### config.mk
export PLATFORM = sky130hd
export DESIGN_NAME = mkbw_horner_cell
export DESIGN_NICKNAME = d
export VERILOG_FILES = /design/src/sv/mkbw_pkg.sv /design/src/sv/mkbw_horner_cell.sv
export SDC_FILE = /design/constraint.sdc
export NUM_CORES = 2
export LEC_CHECK = 0
export BUFFER_PORTS_ARGS = -buffer_cell sky130_fd_sc_hd__clkbuf_2
export CAP_MARGIN = 20
export CORE_AREA = 5 5 252 254
export CTS_CLUSTER_SIZE = 20
export DETAILED_ROUTE_END_ITERATION = 12
export DIE_AREA = 0 0 257 259
export PLACE_DENSITY = 0.81
export SYNTH_ARGS = -nofsm -noshare
export SYNTH_HDL_FRONTEND = slang
export SYNTH_SLANG_ARGS = --single-unit
### constraint.sdc
create_clock -name clk -period 12.5 [get_ports clk]
set_input_delay 1.875 -clock clk [delete_from_list [all_inputs] [get_ports clk]]
set_output_delay 1.875 -clock clk [all_outputs]
set_load 0.1 [all_outputs]
### src/sv/mkbw_pkg.sv
// Package for the modified Kaiser-Bessel window core.
// Holds the Q0.32 series coefficients and shared types; no dependencies.
package mkbw_pkg;

  localparam int unsigned COEF_COUNT = 12;
  localparam int unsigned WIDTH_BITS = 32;

  typedef logic [31:0] q32_t;

  // Round-to-nearest Q0.32 values of A01..A12.
  function automatic q32_t coef_q32(input logic [3:0] k);
    q32_t c;
    begin
      case (k)
        4'd1:    c = 32'd17889183;
        4'd2:    c = 32'd135178105;
        4'd3:    c = 32'd453983102;
        4'd4:    c = 32'd857621278;
        4'd5:    c = 32'd1036886886;
        4'd6:    c = 32'd870572058;
        4'd7:    c = 32'd537012613;
        4'd8:    c = 32'd253618165;
        4'd9:    c = 32'd94639226;
        4'd10:   c = 32'd28605334;
        4'd11:   c = 32'd7145580;
        4'd12:   c = 32'd1499860;
        default: c = 32'd0;
      endcase
      return c;
    end
  endfunction

  // Control that travels alongside the data through the pipeline.
  typedef struct packed {
    logic valid;
    logic in_win;
  } stage_ctl_t;

endpackage

### src/sv/mkbw_horner_cell.sv
// One Horner cell: acc = round(acc*arg / 2^32) + coefficient, registered.
// Depends on mkbw_pkg.
module mkbw_horner_cell
  import mkbw_pkg::*;
#(
  parameter int K = 1
) (
  input  logic       clk,
  input  logic       rst,
  input  logic       en,
  input  stage_ctl_t ctl_in,
  input  q32_t       acc_in,
  input  q32_t       arg_in,
  output stage_ctl_t ctl_out,
  output q32_t       acc_out,
  output q32_t       arg_out
);

  logic [63:0] prod;
  logic [32:0] rnd;

  assign prod = acc_in * arg_in;
  assign rnd  = 33'((prod + 64'h8000_0000) >> 32);

  always_ff @(posedge clk) begin
    if (rst) begin
      ctl_out.valid <= 1'b0;
    end else if (en) begin
      ctl_out <= ctl_in;
      arg_out <= arg_in;
      // Cell K adds coefficient A_K.
      acc_out <= 32'(rnd + {1'b0, coef_q32(4'(K))});
    end
  end

endmodule

==> qor.csv <==
metric,value,unit
die_w,257,microns
yosys.area_share.simple,0.182,
num_rows,91,
multiInputGateArea,0.0302,sq mm
syn_nets,5117,
drv_cap,0,
drtIter0Drc,2371,
ff_latch_area,0.00197,sq mm
hold_violations,0,
path_class,in2reg,
gp_congestion,0.922,
drc,0,
via_per_inst,5.76,
drive_gt1_frac,0.0488,
cp.required,12.66,ns
async_flop_share,0,
synthXorXnorAreaFrac,0.0139,
start_util,0.594,
cts_tree,built,
synth.distinct_cells,85,
fin_nets,5057,
gr-total-overflow,0,
synth_top_area_share,0.495,
tns,0,ns
cts_num_sinks,66,
die_h,259,microns
design.core.area,0.0610,sq mm
placed_cell_area,0.0371,sq mm
rsz0062_at_grt,false,
timing.critical_path.to_type,register,
area_growth,3.26,%
final.setup_skew,0,ns
drt_wl_total,94500,microns
setup_viol,0,
fin_cells,4602,
synth_top_area_cell,fa_1,
clk_path_buf_depth,2,
hpwl,73200,microns
postCtsSetupBuffers,0,
final_max_slew_viol_count,0,
dr.pass1.iters,5,
cts_resized,0,
synth_flop_cell,edfxtp_1,
pin_count,135,
detail-route-antenna-nets,0,
fmax,88.6,MHz
fin_crit_sh,0.903,
grt_pass1_wl,155000,microns
grt_max_degree,61,
grt.total_usage,0.294,
cts_made_buffers,9,
stdcell_area,0.0374,sq mm
syn_area,0.0362,sq mm
tightest_slew,1.04,ns
io_buffer_count,134,
antenna_found_initial,3,
synth-warning-count,0,
placed_cells,4584,
synth-edff-count,65,
syn_inst,3865,
via_count,26500,
synth.ff_latch_count,66,
avgSynthCellArea,9.38,sq um
synthAdderAreaFrac,0.594,
hold_path.class,reg2reg,
hold_buffers,0,
fill_cells,5005,
cts_max_level,3,
die_area,0.0666,sq mm
cts.clk_slew.worst_paths,0.08,ns
cp-start-kind,input port,
yosys-top-cells-area,"fa_1 (50%), and2_1 (10%), ha_1 (9.9%)",
synth_top_family_by_area,adder cells,
worst_slew_margin_rel,0.308,
root_buffer,clkbuf_16,
grt_pass1_vias,28800,
cp_max_fo,33,
clk_latency,0.39,ns
synth_compound_gate_area_share,0.0427,
synth.area.mux_share,0.000829,
critPathArrivalTime,11.44,ns
wire_per_inst,20.5,microns
run_status,completed,
fin_crit,11.28,ns
ys_seq_area_frac,0.0544,
[stage by stage]
stage          hold WS [ns]  worst slack, ns   util
2_1_floorplan         0.971             2.67      -
3_5_place_dp          0.499            0.871  0.608
6_report              0.508             1.22  0.613
3_3_place_gp          0.477            0.877  0.608
4_1_cts               0.514             1.27  0.613
5_1_grt               0.542            0.839  0.613
[flip-flops by register name, summed over array words and instances (netlist names)]
register	count
ctl_out	2
acc_out	32
arg_out	32
[worst paths after layout]
kind | start | to | slack (ns) | cells past startpoint
worst max-delay path | arg_in[24] | acc_out[31] | 1.22 | 26
worst min-delay path | ctl_out[1] | ctl_out[1] | 0.51 | 2
worst max register to register | ctl_out[1] | ctl_out[1] | 11.91 | 2
worst min register to register | ctl_out[1] | ctl_out[1] | 0.51 | 2
[cells in the final DEF (no fill, tap or decap), drive strengths merged, types with 4 or more instances in the layout]
cell,n
a31oi,8
nand4,17
nor4,12
a21o,15
xnor2,33
and4,6
a21oi,76
nor2b,5
nand3b,4
o311ai,5
o211ai,6
nand3,14
and2,599
and3,12
a211oi,11
o21a,8
a31o,4
nor3,20
nand2,501
nor2,46
nor4b,4
o21ai,45
o31ai,7
edfxtp,65
xor2,19
clkbuf,144
ha,287
nand2b,6
o21bai,5
inv,871
or3,4
fa,896
[cell usage after synthesis (5+ instances only)]
library cell,number
a21oi_1,70
inv_1,870
edfxtp_1,65
o21ai_0,35
a21o_1,15
nand2_1,499
a21oi_2,5
xor2_1,18
o211ai_1,5
nor2_1,46
a211oi_1,10
o21a_1,8
a31oi_1,8
nor3_1,18
xnor2_1,32
and3_1,12
nor4_1,7
nor2b_1,5
nand4_1,17
nand2b_1,6
buf_2,7
clkbuf_1,197
nand3_1,14
o21ai_1,9
and4_1,6
and2_1,599
fa_1,896
ha_1,287
o31ai_1,7
[final cells by class]
| type | instances | share of cell area |
|---|---|---|
| antenna | 2 | 0.000134 |
| clock buffer | 10 | 0.00612 |
| clock inverter | 6 | 0.00177 |
| inverter | 870 | 0.0873 |
| multi-input combinational | 2722 | 0.807 |
| sequential | 66 | 0.0527 |
| tap | 790 | 0.0264 |
| timing repair buffer | 136 | 0.0183 |
[cells by family (layout without fill, tap and decap cells)]
family / count (synthesis) / count (layout)
other: 0 / 2
adder cells (fa/ha/maj): 1183 / 1183
buffers and inverters: 1077 / 1022
XOR/XNOR: 53 / 53
AO/OA/AOI/OAI: 225 / 225
flip-flops: 66 / 66
AND/OR/NAND/NOR: 1258 / 1258
multiplexers: 3 / 3
[worst max-delay path, cell delays in order]
cell	delay [ns]
clkbuf_2	0.76
nand2_1	0.19
fa_1	0.55
inv_1	0.06
fa_1	0.48
fa_1	0.54
fa_1	0.66
fa_1	0.49
fa_1	0.46
fa_1	0.51
inv_1	0.06
fa_1	0.52
inv_1	0.05
ha_1	0.43
and4_1	0.32
nand2b_1	0.15
nor3_1	0.55
nor4b_1	0.72
a2111o_1	0.28
nand2_1	0.10
xnor2_1	0.34
a41oi_1	0.16
a31oi_1	0.42
a21oi_1	0.23
nor2_1	0.20
xnor3_1	0.31
[layer usage]
layer  wire (microns)  GRT usage
met2            43200      0.461
met3            11600     0.0923
met5               13          0
met1            37200      0.404
met4             2480     0.0772
Power is left out: the tool's default activity adds up to more than one toggle a clock period on the data nets, which glitch-free logic cannot reach.
