File: src/sv/mkbw_pkg.sv
// Package for the modified Kaiser-Bessel window core.
// Holds the Q0.32 series coefficients and shared types; no dependencies.
package mkbw_pkg;

  localparam int unsigned COEF_COUNT = 12;
  localparam int unsigned WIDTH_BITS = 32;

  typedef logic [31:0] q32_t;

  // Round-to-nearest Q0.32 values of A01..A12.
  function automatic q32_t coef_q32(input logic [3:0] k);
    q32_t c;
    begin
      case (k)
        4'd1:    c = 32'd17889183;
        4'd2:    c = 32'd135178105;
        4'd3:    c = 32'd453983102;
        4'd4:    c = 32'd857621278;
        4'd5:    c = 32'd1036886886;
        4'd6:    c = 32'd870572058;
        4'd7:    c = 32'd537012613;
        4'd8:    c = 32'd253618165;
        4'd9:    c = 32'd94639226;
        4'd10:   c = 32'd28605334;
        4'd11:   c = 32'd7145580;
        4'd12:   c = 32'd1499860;
        default: c = 32'd0;
      endcase
      return c;
    end
  endfunction

  // Control that travels alongside the data through the pipeline.
  typedef struct packed {
    logic valid;
    logic in_win;
  } stage_ctl_t;

endpackage

File: src/sv/mkbw_div_cell.sv
// One cell of the restoring divider chain: produces one quotient bit per cycle while en is high.
// Depends on mkbw_pkg.
module mkbw_div_cell
  import mkbw_pkg::*;
#(
  parameter int NUM_W = 50
) (
  input  logic             clk,
  input  logic             rst,
  input  logic             en,
  input  stage_ctl_t       ctl_in,
  input  logic [NUM_W-1:0] rem_in,
  input  logic [31:0]      quo_in,
  input  logic [31:0]      div_in,
  output stage_ctl_t       ctl_out,
  output logic [NUM_W-1:0] rem_out,
  output logic [31:0]      quo_out,
  output logic [31:0]      div_out
);

  logic [NUM_W:0] shifted;
  logic           take;

  assign shifted = {rem_in, 1'b0};
  assign take    = shifted >= {{(NUM_W-31){1'b0}}, div_in};

  always_ff @(posedge clk) begin
    if (rst) begin
      ctl_out.valid <= 1'b0;
    end else if (en) begin
      ctl_out <= ctl_in;
      div_out <= div_in;
      quo_out <= {quo_in[30:0], take};
      rem_out <= take ? NUM_W'(shifted - {{(NUM_W-31){1'b0}}, div_in})
                      : NUM_W'(shifted);
    end
  end

endmodule

File: config.mk
export PLATFORM = sky130hd
export DESIGN_NAME = mkbw_div_cell
export DESIGN_NICKNAME = d
export VERILOG_FILES = /design/src/sv/mkbw_pkg.sv /design/src/sv/mkbw_div_cell.sv
export SDC_FILE = /design/constraint.sdc
export NUM_CORES = 1
export LEC_CHECK = 0
export ABC_AREA = 0
export BUFFER_PORTS_ARGS = -buffer_cell sky130_fd_sc_hd__buf_2
export CAP_MARGIN = 20
export CELL_PAD_IN_SITES_DETAIL_PLACEMENT = 0
export CELL_PAD_IN_SITES_GLOBAL_PLACEMENT = 1
export CORE_UTILIZATION = 41
export DETAILED_ROUTE_END_ITERATION = 16
export HOLD_SLACK_MARGIN = 0.06
export PLACE_DENSITY_LB_ADDON = 0.1
export SLEW_MARGIN = 10
export SYNTH_ARGS = -nofsm -noshare
export SYNTH_HDL_FRONTEND = slang
export SYNTH_SLANG_ARGS = --single-unit
export TNS_END_PERCENT = 10
File: constraint.sdc
create_clock -name clk -period 17.2 [get_ports clk]
set_clock_uncertainty 0.15 [all_clocks]
set_input_delay 3.44 -clock clk [delete_from_list [all_inputs] [get_ports clk]]
set_output_delay 3.44 -clock clk [all_outputs]
set_load 0.02 [all_outputs]
==> reports/results.tsv <==
stage	metric	value	unit
worst_setup_path	crit_path_cell_trace	buf_2 -> inv_1 -> ha_1 -> or4b_2 -> nor3_1 -> nand2_1 -> a21oi_1 -> a211oi_2 -> nand2_2 -> buf_4 -> mux2_4	
synthesis	yosys.area.top_type_share	0.542	
worst_setup_path	crit_family	simple AND/OR/NAND/NOR gates	
worst_setup_path	rr_startpoint	ctl_out[1]$_SDFFE_PP0P_	
grt	grt_pass1_wl	24800	um
worst_setup_path	critPathMaxStageDelay	680	ps
clock_network	path_clk_slew	60	ps
worst_setup_path	cp_num_cells	11	
clock_network	tritoncts	built	
clock_network	clockBufferDepth	2	
worst_setup_path	critPathLaunchType	primary input	
synthesis	seq_area_frac_synth	0.545	
power_and_ir_drop	leakage	0.00356	uW
final_layout	antenna_cells	0	
worst_setup_path	critical_path_class	primary input to flop	
sta	rsz0062_at_grt	no	
clock_network	clockRootBuffer	clkbuf_16	
detailed_routing	antenna_left	0	
worst_setup_path	arrival	6570	ps
placement	hpwl	12400	um
outcome	status	complete, no violations	
sta	finalMaxSlewViolations	0	
synthesis	synth_area_leaders	edfxtp_1 54%, ha_1 6.3%, xnor2_1 4.8%, a21oi_1 4.6%, nor2_1 3.1%	
synthesis	ys.flop_type	edfxtp_1	
sta	hold_slack	346	ps
synthesis	syn_area	6370	um2
worst_setup_path	cp-end-kind	flop	
final_layout	layout_common_cells	233 x buf_2, 115 x edfxtp_1, 59 x a21oi_1, 52 x nor2_1, 47 x nand2_1	
sta	finalSetupViolCount	0	
synthesis	syn_nets	721	
grt	use_met1	0.270	
die	ioPinCount	235	
placement	finalWeightedCongestion	0.838	
sta	tns	0	ps
synthesis	yosysWarningCount	0	
grt	grt_pass1_vias	4914	
die	dieWidth	127	um
power_and_ir_drop	ir_worst_vdd	60.3	uV
sta	period_needed	6570	ps
worst_setup_path	rr_endpoint	ctl_out[1]$_SDFFE_PP0P_	
worst_setup_path	critPathBufInv	3	
final_layout	layout.nets	958	
synthesis	syn-instance-count	569	
grt	top_usage_layer	met2	
worst_setup_path	crit_fanout	37	
worst_setup_path	required	17210	ps
die	rows	45	
die	dieArea	16000	um2
synthesis	synth_cell_types	52	
worst_setup_path	rrSetupSlack	16480	ps
detailed_routing	wirelength	16000	um
synthesis	synth-edff-count	115	
grt	grt_use_met2	0.317	
synthesis	async_flop_share	0	
worst_setup_path	setup.worst_path.start	div_in[31]	
synthesis	synth_top_cell_by_area	edfxtp_1	
final_layout	syn2layout_area_growth	29.6	%
clock_network	cts_setup_buffers	0	
sta	fmax	152	MHz
clock_network	clk_latency	410	ps
die	start_util	0.419	
sta	max-slew-margin-rel	0.419	
clock_network	clock-sinks	116	
detailed_routing	num_vias	5169	
clock_network	ctsHoldBuffers	0	
synthesis	avgSynthCellArea	11.2	um2
final_layout	drive_gt1_frac	0.347	
clock_network	cts_max_level	4	
final_layout	final_common_cell	buf_2	
die	die_y	127	um
worst_setup_path	r2r_cells	2	
detailed_routing	viasPerCell	5.13	
flow_run	max_cap_violations	0	
grt	grt_max_degree	72	
placement	io_buffers	233	
sta	timing.final.hold_violations	0	
die	coreArea	15200	um2
detailed_routing	drc	0	
power_and_ir_drop	total_power	854	uW
sta	worstMarginPinSlew	871	ps
grt	overflow	0	
worst_setup_path	cpMaxStageDelayCell	or4b_2	
worst_setup_path	endpoint	rem_out[1]$_DFFE_PP_	
sta	timing.final.crit_share	0.382	
hold_path	min_path_type	flop to flop	
grt	globalRouteTotalUtil	0.202	
grt	grt_util_met3	0.0565	
detailed_routing	dr.pass1.iters	5	
grt	antenna_found_initial	1	
power_and_ir_drop	p_per_area	103	nW/um2
synthesis	ys_ff_latch	116	
clock_network	cts_resized	0	
detailed_routing	wl_per_cell	15.9	um
detailed_routing	first_iter_violations	303	
clock_network	cts_buffers	17	
## state kept, by name, indices dropped and copies added, names as in the netlist
register and flops:
div_out 32, ctl_out 2, quo_out 32, rem_out 50
## area by class of cell
class	count	area (um2)
Inverter	40	150
Clock buffer	17	425
Fill cell	1382	6940
Sequential cell	116	3470
Timing Repair Buffer	236	1190
Clock inverter	15	145
Multi-Input combinational cell	395	2640
Tap cell	188	235
## tightest hold or removal path, cell delays in order, from the launching register on
cell	delay, ps
dfxtp_1	320
mux2i_1	60
nor2_1	80
## power by group
| part | total [uW] | switching (uW) | internal (uW) |
|---|---|---|---|
| clock network | 340 | 138 | 202 |
| logic | 169 | 103 | 65.9 |
| registers | 345 | 4.85 | 340 |
## logic make-up after synthesis
logic type | count (synthesis) | synth area share
xor+xnor | 47 | 0.0646
flops | 116 | 0.545
compound gates | 138 | 0.136
simple gates | 168 | 0.126
buf+inv | 58 | 0.0414
fa+ha+maj | 33 | 0.0660
mux | 9 | 0.0204
## how the worst min path moves through the flow
stage                             from                       to  slack [ps]  depth (start not counted)
6_report       ctl_out[1]$_SDFFE_PP0P_  ctl_out[1]$_SDFFE_PP0P_         350                          2
3_5_place_dp   ctl_out[1]$_SDFFE_PP0P_  ctl_out[1]$_SDFFE_PP0P_         340                          2
2_1_floorplan  ctl_out[1]$_SDFFE_PP0P_  ctl_out[1]$_SDFFE_PP0P_         430                          2
3_3_place_gp   ctl_out[1]$_SDFFE_PP0P_  ctl_out[1]$_SDFFE_PP0P_         320                          2
5_1_grt        ctl_out[1]$_SDFFE_PP0P_  ctl_out[1]$_SDFFE_PP0P_         410                          2
4_1_cts        ctl_out[1]$_SDFFE_PP0P_  ctl_out[1]$_SDFFE_PP0P_         350                          2
## through the flow
step	worst slack, ps	cell area [um2]	instances	util
CTS	10620	8260	1007	0.543
detailed placement	10180	7690	975	0.506
global placement	10180	7690	975	0.506
floorplan	7900	6370	569	-
finish	10630	8260	1007	0.543
global route	10280	8260	1007	0.543
## synthesized netlist by cell type, types with 10 or more instances
master	n
edfxtp_1	115
a21oi_1	59
nor2_1	52
nand2_1	47
inv_1	40
xnor2_1	35
ha_1	32
o21ai_0	22
nand4_1	14
xor2_1	12
clkbuf_1	11
nor3_1	10
## routing by layer
layer  up-vias  wire length [um]
li1       2584                 -
met1      2372              7440
met2       198              7370
met3        15               989
met4         0               167
met5         -                 0
(Power assumes the default switching activity.)
